===== src/hdl/dpqs_pkg.sv =====
// Shared types and constants for the dual-policy ready-queue scheduler.
`timescale 1ns / 1ps

package dpqs_pkg;

  localparam int LIST_DEPTH  = 32;
  localparam int LEVEL_COUNT = 5;
  localparam int LEVEL_REGS  = 5;
  localparam int NUM_LEVELS  = (LEVEL_COUNT < LEVEL_REGS) ? LEVEL_COUNT : LEVEL_REGS;
  localparam int NO_LEVEL    = LEVEL_REGS;

  localparam int IDX_W      = $clog2(LIST_DEPTH);
  localparam int CNT_W      = $clog2(LIST_DEPTH + 1);
  localparam int LVL_W      = $clog2(NO_LEVEL + 1);
  localparam int ID_W       = 8;
  localparam int PRIO_W     = 8;
  localparam int DATA_W     = ID_W + PRIO_W;
  localparam int CFG_IDX_W  = 3;
  localparam int CFG_DATA_W = 8;

  typedef enum logic {
    CMD_RUNNABLE = 1'b0,
    CMD_PICK     = 1'b1
  } cmd_t;

  typedef enum logic [1:0] {
    ST_APPENDED = 2'd0,
    ST_FULL     = 2'd1,
    ST_PICKED   = 2'd2,
    ST_EMPTY    = 2'd3
  } status_t;

  typedef enum logic {
    POLICY_PRIO  = 1'b0,
    POLICY_LEVEL = 1'b1
  } policy_t;

  typedef enum logic [CFG_IDX_W-1:0] {
    CFG_POLICY = 3'd0,
    CFG_LEVEL0 = 3'd1,
    CFG_LEVEL1 = 3'd2,
    CFG_LEVEL2 = 3'd3,
    CFG_LEVEL3 = 3'd4,
    CFG_LEVEL4 = 3'd5
  } cfg_idx_t;

  typedef struct packed {
    logic [LVL_W-1:0]  level;
    logic [PRIO_W-1:0] prio;
    logic [ID_W-1:0]   thread;
  } entry_t;

  localparam int ENTRY_W = $bits(entry_t);

  // Commands from the controller to the datapath.
  typedef struct packed {
    logic    in_load;
    logic    scan_start;
    logic    scan_issue;
    logic    shift_start;
    logic    shift_issue;
    logic    append_write;
    logic    count_dec;
    logic    out_load;
    status_t out_status;
  } dp_cmd_t;

  // Status from the datapath to the controller.
  typedef struct packed {
    logic in_pick;
    logic full;
    logic ptr_end;
    logic found;
    logic out_free;
  } dp_status_t;

endpackage


===== src/hdl/dpqs_ram.sv =====
// Generic single-write, single-read RAM with registered read data.
`timescale 1ns / 1ps

module dpqs_ram #(
  parameter int WIDTH = 8,
  parameter int DEPTH = 32
) (
  input  logic                     clk,
  input  logic                     we,
  input  logic [$clog2(DEPTH)-1:0] waddr,
  input  logic [WIDTH-1:0]         wdata,
  input  logic                     re,
  input  logic [$clog2(DEPTH)-1:0] raddr,
  output logic [WIDTH-1:0]         rdata
);

  logic [WIDTH-1:0] mem [DEPTH];

  always_ff @(posedge clk) begin
    if (we) begin
      mem[waddr] <= wdata;
    end
    if (re) begin
      rdata <= mem[raddr];
    end
  end

endmodule


===== src/hdl/dpqs_ctrl.sv =====
// Controller state machine that sequences append, scan, compaction and result.
`timescale 1ns / 1ps

module dpqs_ctrl import dpqs_pkg::*; (
  input  logic       clk,
  input  logic       rst,
  input  logic       in_valid,
  output logic       in_ready,
  input  dp_status_t st,
  output dp_cmd_t    cmd
);

  typedef enum logic [2:0] {
    S_IDLE,
    S_APPEND,
    S_SCAN,
    S_DECIDE,
    S_SHIFT,
    S_RESULT
  } state_t;

  state_t  state;
  state_t  state_next;
  status_t res_status;
  status_t res_status_next;

  always_comb begin
    state_next      = state;
    res_status_next = res_status;
    cmd             = '0;
    cmd.out_status  = res_status;
    in_ready        = 1'b0;
    unique case (state)
      S_IDLE: begin
        in_ready = 1'b1;
        if (in_valid) begin
          cmd.in_load    = 1'b1;
          cmd.scan_start = 1'b1;
          state_next     = st.in_pick ? S_SCAN : S_APPEND;
        end
      end
      S_APPEND: begin
        if (st.full) begin
          res_status_next = ST_FULL;
        end else begin
          cmd.append_write = 1'b1;
          res_status_next  = ST_APPENDED;
        end
        state_next = S_RESULT;
      end
      S_SCAN: begin
        // The last read is evaluated at the edge that leaves this state.
        if (st.ptr_end) begin
          state_next = S_DECIDE;
        end else begin
          cmd.scan_issue = 1'b1;
        end
      end
      S_DECIDE: begin
        if (!st.found) begin
          res_status_next = ST_EMPTY;
          state_next      = S_RESULT;
        end else begin
          cmd.shift_start = 1'b1;
          state_next      = S_SHIFT;
        end
      end
      S_SHIFT: begin
        if (st.ptr_end) begin
          cmd.count_dec   = 1'b1;
          res_status_next = ST_PICKED;
          state_next      = S_RESULT;
        end else begin
          cmd.shift_issue = 1'b1;
        end
      end
      S_RESULT: begin
        if (st.out_free) begin
          cmd.out_load = 1'b1;
          state_next   = S_IDLE;
        end
      end
      default: begin
        state_next = S_IDLE;
      end
    endcase
  end

  always_ff @(posedge clk) begin
    if (rst) begin
      state      <= S_IDLE;
      res_status <= ST_APPENDED;
    end else begin
      state      <= state_next;
      res_status <= res_status_next;
    end
  end

endmodule


===== src/hdl/dpqs_datapath.sv =====
// Datapath: registers, ready-list memory, scan selection, compaction and output register.
`timescale 1ns / 1ps

module dpqs_datapath import dpqs_pkg::*; (
  input  logic                  clk,
  input  logic                  rst,
  input  logic                  in_cmd,
  input  logic [ID_W-1:0]       in_id,
  input  logic [PRIO_W-1:0]     in_prio,
  input  logic                  cfg_valid,
  input  logic [CFG_IDX_W-1:0]  cfg_index,
  input  logic [CFG_DATA_W-1:0] cfg_data,
  input  logic                  out_ready,
  output logic                  out_valid,
  output status_t               out_status,
  output logic [ID_W-1:0]       out_id,
  output logic [PRIO_W-1:0]     out_prio,
  input  dp_cmd_t               cmd,
  output dp_status_t            st
);

  policy_t             policy;
  logic [PRIO_W-1:0]   level_prio [LEVEL_REGS];

  logic [ID_W-1:0]     item_id;
  logic [PRIO_W-1:0]   item_prio;
  logic [LVL_W-1:0]    new_level;

  logic [CNT_W-1:0]    count;
  logic [CNT_W-1:0]    ptr;
  logic                mode_shift;
  logic                rd_vld;
  logic [IDX_W-1:0]    rd_idx;

  logic                found;
  logic [IDX_W-1:0]    sel;
  logic [ID_W-1:0]     best_id;
  logic [PRIO_W-1:0]   best_prio;
  logic [LVL_W-1:0]    best_level;
  logic                take;

  logic                ram_we;
  logic [IDX_W-1:0]    ram_waddr;
  logic [ENTRY_W-1:0]  ram_wdata;
  logic                ram_re;
  logic [ENTRY_W-1:0]  ram_rdata;
  entry_t              rd_entry;
  entry_t              new_entry;

  always_ff @(posedge clk) begin
    if (rst) begin
      policy        <= POLICY_PRIO;
      level_prio[0] <= PRIO_W'(10);
      level_prio[1] <= PRIO_W'(5);
      level_prio[2] <= PRIO_W'(2);
      level_prio[3] <= PRIO_W'(1);
      level_prio[4] <= PRIO_W'(0);
    end else if (cfg_valid) begin
      unique case (cfg_idx_t'(cfg_index))
        CFG_POLICY: policy        <= policy_t'(cfg_data[0]);
        CFG_LEVEL0: level_prio[0] <= cfg_data;
        CFG_LEVEL1: level_prio[1] <= cfg_data;
        CFG_LEVEL2: level_prio[2] <= cfg_data;
        CFG_LEVEL3: level_prio[3] <= cfg_data;
        CFG_LEVEL4: level_prio[4] <= cfg_data;
        default: begin
        end
      endcase
    end
  end

  // Lowest-numbered matching level wins; no match tags the entry as levelless.
  always_comb begin
    new_level = LVL_W'(NO_LEVEL);
    for (int i = NUM_LEVELS - 1; i >= 0; i--) begin
      if (level_prio[i] == item_prio) begin
        new_level = LVL_W'(i);
      end
    end
  end

  always_ff @(posedge clk) begin
    if (cmd.in_load) begin
      item_id   <= in_id;
      item_prio <= in_prio;
    end
  end

  assign rd_entry = entry_t'(ram_rdata);

  always_comb begin
    if (policy == POLICY_PRIO) begin
      take = !found || (rd_entry.prio > best_prio);
    end else begin
      take = (rd_entry.level < LVL_W'(NO_LEVEL)) && (!found || (rd_entry.level < best_level));
    end
  end

  always_ff @(posedge clk) begin
    if (rst) begin
      count      <= '0;
      ptr        <= '0;
      mode_shift <= 1'b0;
      rd_vld     <= 1'b0;
      found      <= 1'b0;
    end else begin
      rd_vld <= ram_re;
      if (cmd.append_write) begin
        count <= count + CNT_W'(1);
      end else if (cmd.count_dec) begin
        count <= count - CNT_W'(1);
      end
      if (cmd.scan_start) begin
        ptr        <= '0;
        mode_shift <= 1'b0;
        found      <= 1'b0;
      end else if (cmd.shift_start) begin
        ptr        <= CNT_W'(sel) + CNT_W'(1);
        mode_shift <= 1'b1;
      end else if (ram_re) begin
        ptr <= ptr + CNT_W'(1);
      end
      if (rd_vld && !mode_shift && take) begin
        found <= 1'b1;
      end
    end
  end

  always_ff @(posedge clk) begin
    if (ram_re) begin
      rd_idx <= ptr[IDX_W-1:0];
    end
    if (rd_vld && !mode_shift && take) begin
      sel        <= rd_idx;
      best_id    <= rd_entry.thread;
      best_prio  <= rd_entry.prio;
      best_level <= rd_entry.level;
    end
  end

  assign new_entry.level  = new_level;
  assign new_entry.prio   = item_prio;
  assign new_entry.thread = item_id;

  // Compaction reads one slot ahead and writes it back one slot lower.
  assign ram_re    = cmd.scan_issue || cmd.shift_issue;
  assign ram_we    = cmd.append_write || (rd_vld && mode_shift);
  assign ram_waddr = cmd.append_write ? count[IDX_W-1:0] : (rd_idx - IDX_W'(1));
  assign ram_wdata = cmd.append_write ? new_entry : ram_rdata;

  dpqs_ram #(
    .WIDTH (ENTRY_W),
    .DEPTH (LIST_DEPTH)
  ) u_list_ram (
    .clk   (clk),
    .we    (ram_we),
    .waddr (ram_waddr),
    .wdata (ram_wdata),
    .re    (ram_re),
    .raddr (ptr[IDX_W-1:0]),
    .rdata (ram_rdata)
  );

  always_ff @(posedge clk) begin
    if (rst) begin
      out_valid <= 1'b0;
    end else if (cmd.out_load) begin
      out_valid <= 1'b1;
    end else if (out_ready) begin
      out_valid <= 1'b0;
    end
  end

  always_ff @(posedge clk) begin
    if (cmd.out_load) begin
      out_status <= cmd.out_status;
      if (cmd.out_status == ST_PICKED) begin
        out_id   <= best_id;
        out_prio <= best_prio;
      end else begin
        out_id   <= '0;
        out_prio <= '0;
      end
    end
  end

  assign st.in_pick  = (cmd_t'(in_cmd) == CMD_PICK);
  assign st.full     = (count == CNT_W'(LIST_DEPTH));
  assign st.ptr_end  = (ptr == count);
  assign st.found    = found;
  assign st.out_free = !out_valid || out_ready;

endmodule


===== src/hdl/dual_policy_ready_queue_scheduler.sv =====
// Top level of the dual-policy ready-queue scheduler.
//
//   channel   direction  handshake               payload
//   s_axis    in         s_axis_tvalid/tready    tuser: command; tdata: thread_id, thread_priority
//   m_axis    out        m_axis_tvalid/tready    tuser: status; tdata: picked_id, picked_priority
//   cfg       in         cfg_valid/cfg_ready     cfg_index, cfg_data
//
// One transaction is handled at a time. An append passes S_APPEND and S_RESULT on its
// way to the result register. A pick is paced by the single read port of the list
// memory: a scan pass over the whole list, then a compaction pass that moves each later
// entry down one slot.
// rst is synchronous; it clears the list count, the registers and the output valid.
// A result held by m_axis_tready low stalls the next transaction before its result loads.
`timescale 1ns / 1ps

module dual_policy_ready_queue_scheduler import dpqs_pkg::*; (
  input  logic                  clk,
  input  logic                  rst,
  input  logic                  s_axis_tvalid,
  output logic                  s_axis_tready,
  input  logic [DATA_W-1:0]     s_axis_tdata,   // [7:0] thread_id, [15:8] thread_priority
  input  logic                  s_axis_tuser,   // [0] command
  output logic                  m_axis_tvalid,
  input  logic                  m_axis_tready,
  output logic [DATA_W-1:0]     m_axis_tdata,   // [7:0] picked_id, [15:8] picked_priority
  output logic [1:0]            m_axis_tuser,   // [1:0] status
  input  logic                  cfg_valid,
  output logic                  cfg_ready,
  input  logic [CFG_IDX_W-1:0]  cfg_index,
  input  logic [CFG_DATA_W-1:0] cfg_data
);

  dp_cmd_t           cmd;
  dp_status_t        st;
  status_t           out_status;
  logic [ID_W-1:0]   out_id;
  logic [PRIO_W-1:0] out_prio;

  assign cfg_ready = 1'b1;

  dpqs_ctrl u_ctrl (
    .clk      (clk),
    .rst      (rst),
    .in_valid (s_axis_tvalid),
    .in_ready (s_axis_tready),
    .st       (st),
    .cmd      (cmd)
  );

  dpqs_datapath u_datapath (
    .clk        (clk),
    .rst        (rst),
    .in_cmd     (s_axis_tuser),
    .in_id      (s_axis_tdata[ID_W-1:0]),
    .in_prio    (s_axis_tdata[DATA_W-1:ID_W]),
    .cfg_valid  (cfg_valid),
    .cfg_index  (cfg_index),
    .cfg_data   (cfg_data),
    .out_ready  (m_axis_tready),
    .out_valid  (m_axis_tvalid),
    .out_status (out_status),
    .out_id     (out_id),
    .out_prio   (out_prio),
    .cmd        (cmd),
    .st         (st)
  );

  assign m_axis_tuser = out_status;
  assign m_axis_tdata = {out_prio, out_id};

endmodule


===== config.mk =====
export PLATFORM = sky130hd
export DESIGN_NAME = dual_policy_ready_queue_scheduler
export DESIGN_NICKNAME = d
export VERILOG_FILES = /design/src/hdl/dpqs_pkg.sv /design/src/hdl/dpqs_ram.sv /design/src/hdl/dpqs_ctrl.sv /design/src/hdl/dpqs_datapath.sv /design/src/hdl/dual_policy_ready_queue_scheduler.sv
export SDC_FILE = /design/constraint.sdc
export NUM_CORES = 1
export LEC_CHECK = 0
export ABC_AREA = 0
export ABC_CLOCK_PERIOD_IN_PS = 4400
export BUFFER_PORTS_ARGS = -buffer_cell sky130_fd_sc_hd__clkbuf_2
export CAP_MARGIN = 20
export CORE_UTILIZATION = 61
export CTS_CLUSTER_SIZE = 25
export DETAILED_ROUTE_END_ITERATION = 7
export PLACE_DENSITY = 0.8
export SYNTH_ARGS = -nofsm -noshare
export SYNTH_HDL_FRONTEND = slang
export SYNTH_SLANG_ARGS = --single-unit

===== constraint.sdc =====
create_clock -name clk -period 4.4 [get_ports clk]
set_input_delay 0.22 -clock clk [delete_from_list [all_inputs] [get_ports clk]]
set_output_delay 0.22 -clock clk [all_outputs]
set_load 0.05 [all_outputs]

==> results of run 1 <==
==> per-stage QoR <==
stage / util, % / setup WS, ns
6_report: 70.3 / 0.311
5_1_grt: 70.3 / 0.174
4_1_cts: 70.1 / 0.491
3_5_place_dp: 64.6 / 0.593
3_3_place_gp: 64.6 / 0.686
2_1_floorplan: - / 1.32
==> Yosys cell counts, drive strengths merged, types with 3 or more instances <==
library cell  count
edfxtp          730
mux4            190
nand2            76
nor2             54
clkbuf           40
xor2             37
buf              32
and2             25
xnor2            23
dfxtp            22
inv              22
mux2             21
a21oi            19
ha               16
o21ai            14
nor3             13
nand3             9
nor4              9
nor2b             8
nand2b            7
a31oi             6
nand4             6
o211ai            5
a211oi            4
a31o              4
mux2i             4
nor3b             4
o21a              4
or2               4
or3               3
==> critical path, delay by kind of cell (launching register included) <==
family	cells	cell delay (ns)
buffers and inverters	1	0.48
AND/OR/NAND/NOR	2	1.27
AO/OA/AOI/OAI	2	1.48
flip-flops	1	0.42
==> power by group <==
part	switching, mW	internal (mW)	leakage [nW]
logic	3.56	1.82	2.71
clock network	2.60	3.62	1.15
registers	0.456	9.56	6.81
total	6.61	15.0	10.7
==> timing repair <==
item | 4_1_cts | 5_1_grt
buffers inserted | 0 | 0
hold buffers | 22 | 0
endpoints found under the hold margin | 27 | 0
==> final cells by class <==
class / instances / area, sq um / area share, %
multi-input cells: 598 / 7040 / 20.9
repair buffers: 137 / 1070 / 3.17
diodes: 1 / 2.50 / 0.00742
clock inverters: 36 / 343 / 1.02
inverters: 22 / 82.6 / 0.245
well taps: 615 / 769 / 2.28
flip-flops and latches: 752 / 22400 / 66.4
clock buffers: 94 / 2030 / 6.03
==> path summary, 6_finish.rpt <==
path	slack, ns	end
worst max-delay path	0.31	u_datapath.u_list_ram.mem[2][13]
worst min-delay path	0.04	u_datapath.level_prio[0][3]
worst max register to register	0.31	u_datapath.u_list_ram.mem[2][13]
worst min register to register	0.46	u_datapath.best_prio[0]
==> logic make-up after synthesis <==
group                    synth area share [%]
multiplexers                             15.3
XOR/XNOR                                 1.77
AND/OR/NAND/NOR                          3.57
other                                  0.0126
flip-flops                               75.2
buffers and inverters                    1.49
AO/OA/AOI/OAI                            1.89
adder cells (fa/ha/maj)                 0.741
==> flip-flops by register name (all words and copies together), names as in the netlist, 5 cells and up <==
signal	flops
u_datapath.count	6
u_datapath.item_prio	8
u_datapath.u_list_ram.mem	608
u_datapath.rd_idx	5
u_datapath.u_list_ram.rdata	19
u_datapath.item_id	8
u_datapath.best_prio	8
u_datapath.out_id	8
u_datapath.level_prio	40
u_datapath.ptr	6
u_datapath.sel	5
u_datapath.out_prio	8
u_datapath.best_id	8
==> routing by layer <==
layer / track usage (%) / vias to the layer above / routed length, um
li1: - / 6170 / -
met1: 43.3 / 7826 / 27500
met4: 10.4 / 2 / 2230
met5: 0 / - / 13
met3: 6.94 / 135 / 8550
met2: 42.7 / 1155 / 31900
==> summary.md, run 1 <==
| Metric | Value |
|---|---|
| Peak supply drop | 0.000397 V |
| Max Cap Viol | 0 |
| Reg-to-reg critical path startpoint | u_datapath.count[2] |
| Dpl cell area | around 31000 sq um |
| Status | finished, final reports clean |
| Proportion of layout cells with a drive suffix above 1 | 29.6% |
| Final Hold Viols | 0 |
| GP Congestion | 0.936 |
| Number of H-tree levels | 3 |
| Final Non-Filler Cells | 2255 |
| Setup crit end kind | register |
| Synth area leader | edfxtp_1 |
| FF+latch count, synth | roughly 750 |
| Port Buf Inserts | 52 |
| Commonest non-fill, non-tap cell in the layout | edfxtp_1 |
| Req. time, crit path | 4.61 ns |
| CP cell instances | nor3_1 -> a31o_2 -> inv_2 -> o41a_1 -> nor2_2 |
| CP Launch Point | u_datapath.count[2] |
| Clk slew on worst S/H paths | 0.06 ns |
| Core Region | around 48000 sq um |
| Kind of critical path | register to register |
| Gr ovfl total | 0 |
| Layout net count | 1634 |
| R2R depth | 5 |
| Crit path launch type | register |
| Synth Cell Area | 29700 sq um |
| Via Count | between 15000 and 20000 |
| Final Critical Period | approximately 4 ns |
| CTS tree | built |
| Crit path max fanout | 35 |
| Total Die Area | a little under 50000 sq um |
| Crit path DAT | approximately 4.3 ns |
| Commonest non-fill, non-tap cells in the layout | edfxtp_1, mux4_2, clkbuf_16 |
| Period utilisation layout | 92.9% |
| Leak Pwr | 10.7 nW |
| First-pass GRT wire length | 102000 um |
| Hold depth | 4 |
| Post-Route WL | between 70000 and 80000 um |
| Layout area overhead | 13.4% |
| IO Count | 54 |
| Clk_lat worst skew | 0.61 ns |
| Final setup violating endpoints | 0 |
| Pwr dens | 641 nW/um^2 |
| Clock root buffer master | clkbuf_16 |
| Sequential area share after synthesis | 75.2% |
| Ys Warns | 0 |
| Vias per std cell | 6.78 |
| Critical hold path startpoint | cfg_valid |
| DP Wirelength | 40400 um |
| Initial Util | 62.0% |
| CTS Buf Count | 73 |
| Hold Crit Class | input pin to register |
| GRT Total Usage | 29.1% |
| Total Power | about 22 mW |
| Max incr delay on CP | 0.96 ns |
| Clk_skew | 0.0276 ns |
| Net Count, Synth | between 1000 and 1500 |
| Sum Neg Setup Slack | 0 ns |
| Largest net degree at the start of global routing | 80 |
| Worst path slowest cell | nor2_2 |
| Die Y | 223 um |
| Slew Viols, Final | 0 |
| Async SR Flop Fraction | 0% |
| EDFF count, synth | between 700 and 800 |
| Final instance area | 33700 sq um |
| Synth top area share | 73.7% |
| Top post-synthesis cells by area | edfxtp_1, mux4_2, dfxtp_1 |
| # resized after CTS | 0 |
| Clock tree buffer depth | 3 |
| Vias in the first global route | between 10000 and 15000 |
| Die width | 223 um |
| Syn avg cell area | between 20 and 25 sq um |
| Residual DRC | 0 |
| Hold slack | approximately 0.039 ns |
| Routed len/inst | 31.1 um |
| Worst slew pin tran | about 1.1 ns |
| Synth Flop Type | edfxtp_1 |
| # rows | 80 |
| Placed insts | 2093 |
| First-pass detailed-route iteration total | 6 |
| Rel. slew slack | 24.0% |
| Yosys cell types | 59 |
| RSZ-0062 raised after global routing | false |
| Synth Instances | ~1400 |
| Detail Route Antenna Nets | 0 |
| Max Clk Rate | 0.245 GHz |
| Initial antenna violation count | 2 |
| Fill count | 2655 |
| Clock sink count | 752 |
| Initial DRC Count | 2254 |
(Power assumes the default switching activity.)
==> run 2, diff against run 1 <==
--- a/config.mk
+++ b/config.mk
@@ -13,6 +13,7 @@
 export CTS_CLUSTER_SIZE = 25
 export DETAILED_ROUTE_END_ITERATION = 7
 export PLACE_DENSITY = 0.8
+export RECOVER_POWER = 25
 export SYNTH_ARGS = -nofsm -noshare
 export SYNTH_HDL_FRONTEND = slang
 export SYNTH_SLANG_ARGS = --single-unit
==> run 2 against run 1 <==
Effect of this change:
- the flow now finishes with violations (capacitance limit, slew limit)
- global-route usage unchanged
- count of clock-buffer cells in the layout unchanged
- sequential share of layout area rose by 0.21 points
- power is 0.14% lower
- clock skew fell by 0.0033 ns
- combinational power decreased by 0.9%
- cell area down 0.34%
- routed wire length fell by 0.16%
- sequential cell count unchanged
- non-clock buffer count unchanged
- worst setup slack better by 0.011 ns
- sequential power hardly changed
- critical endpoint is now u_datapath.u_list_ram.mem[11][10]
- highest routed layer unchanged
==> summary.md, run 2 (same netlist as run 1, synthesis figures left out) <==
| Metric | Value |
|---|---|
| Status | finished, violations left |
| Failing checks | capacitance limit, slew limit |
| Max FFs per register | 608 |
| CTS Buf Count | between 70 and 80 |
| Largest net degree at the start of global routing | 80 |
| CTS tree | built |
| Clock power share | 28.8% |
| # rows | 80 |
| Period utilisation layout | 92.7% |
| Vias per std cell | between 6 and 7 |
| Gr ovfl total | 0 |
| Post-Route WL | 70000 um |
| Initial DRC Count | 2084 |
| Largest regs | u_datapath.u_list_ram.mem: 608 flops, u_datapath.level_prio: 40 flops, u_datapath.u_list_ram.rdata: 19 flops |
| Total Power | 21.6 mW |
| Setup crit end kind | register |
| RSZ-0062 raised after global routing | false |
| Leak Pwr | 10.5 nW |
| First-pass detailed-route iteration total | 5 |
| Hold slack | between 0.05 and 0.06 ns |
| Hold Buf Count CTS | 22 |
| Peak supply drop | 0.000395 V |
| First-pass GRT wire length | just over 100000 um |
| Core Region | between 40000 and 50000 sq um |
| Max Cap Viol | 10 |
| Sw Share | 30.6% |
| GRT Total Usage | between 20% and 30% |
| Fin util | 70.1% |
| Initial Util | between 60% and 70% |
| Placed insts | 2093 |
| Initial antenna violation count | 2 |
| Layout net count | 1634 |
| Dpl cell area | 31000 sq um |
| Clk slew on worst S/H paths | 0.06 ns |
| Clk_lat worst skew | 0.61 ns |
| Final setup violating endpoints | 0 |
| # Post-CTS Setup Buffers | 0 |
| Clock tree buffer depth | 3 |
| Layout area overhead | 13.0% |
| Logic pwr share | roughly a quarter |
| Commonest non-fill, non-tap cells in the layout | edfxtp_1, mux4_2, clkbuf_16 |
| Setup WS pre-CTS | 0.593 ns |
| Slew Viols, Final | 348 |
| IO Count | 54 |
| Clock root buffer master | clkbuf_16 |
| Vias in the first global route | around 15000 |
| Routed len/inst | between 30 and 40 um |
| # resized after CTS | 0 |
| DP Wirelength | approximately 40000 um |
| Hold Crit Class | input pin to register |
| Final Hold Viols | 0 |
| Via Count | 15309 |
| Total Die Area | 49600 sq um |
| Max Clk Rate | 0.245 GHz |
| Final instance area | 33600 sq um |
| Crit path DAT | between 4 and 5 ns |
| GP Congestion | 0.936 |
| Top reg by flops | u_datapath.u_list_ram.mem |
| Port Buf Inserts | 52 |
| Die Y | about 220 um |
| Final Critical Period | slightly above 4 ns |
| Req. time, crit path | 4.54 ns |
| Pwr dens | 642 nW/um^2 |
| Share of power burned in registers | a little under half |
| Number of H-tree levels | 3 |
| Kind of critical path | register to register |
| Cell internal pwr | 15.0 mW |
| Detail Route Antenna Nets | 0 |
| Net Switching | 6.60 mW |
| Fill count | roughly 2700 |
| Crit path max fanout | 35 |
| Worst slew pin tran | about 3 ns |
| Residual DRC | 0 |
| Clock sink count | 752 |
| Crit path launch type | register |
| Commonest non-fill, non-tap cell in the layout | edfxtp_1 |
| Final Non-Filler Cells | 2255 |
| Rel. slew slack | -99.5% |
| Clk_skew | 0.0243 ns |
| Proportion of layout cells with a drive suffix above 1 | between 20% and 30% |
| Sum Neg Setup Slack | 0 ns |
| Die width | 223 um |
| Setup slack after layout | 0.322 ns |
run 2: cell types whose count changed in the layout (fill, tap and decap cells not counted), sizes merged:
cell    previous run  this run
clkbuf           146       158
buf               63        51
run 2: layout make-up:
type / instances / area, sq um / share of cell area (%)
Antenna cell: 1 / 2.50 / 0.00745
Clock buffer: 94 / 2030 / 6.05
Clock inverter: 36 / 343 / 1.02
Inverter: 22 / 82.6 / 0.246
Multi-Input combinational cell: 598 / 7020 / 20.9
Sequential cell: 752 / 22400 / 66.6
Tap cell: 615 / 769 / 2.29
Timing Repair Buffer: 137 / 977 / 2.91
run 2: worst max-delay path, cell delays in order, from the launching register on:
cell	delay (ns)
dfxtp_1	0.54
or3b_2	0.51
a31o_2	0.45
inv_2	0.60
nand2_1	0.12
nand2_1	0.09
clkbuf_1	1.29
run 2: path summary, 6_finish.rpt:
path,slack (ns),end,startpoint,cells past startpoint
worst max-delay path,0.32,u_datapath.u_list_ram.mem[11][10],u_ctrl.state[0],6
worst max register to register,0.32,u_datapath.u_list_ram.mem[11][10],u_ctrl.state[0],6
worst min-delay path,0.06,u_datapath.out_valid,m_axis_tready,3
worst min register to register,0.47,u_datapath.best_prio[0],u_datapath.u_list_ram.rdata[8],0
run 2: power by group through the flow:
| stage | sequential (mW) | combinational, mW | clock (mW) |
|---|---|---|---|
| CTS | 10.0 | 5.20 | 6.28 |
| global placement | 10.1 | 4.84 | 0 |
| global route | 10.1 | 5.57 | 6.55 |
| detailed placement | 10.1 | 5.04 | 0 |
| floorplan | 9.92 | 3.22 | 0 |
| finish | 10.0 | 5.33 | 6.22 |
run 2: metal layers:
layer | wire length, um | track usage [%]
met4 | 2210 | 10.4
met1 | 27400 | 43.3
met2 | 32000 | 42.7
met5 | 13 | 0
met3 | 8460 | 6.94
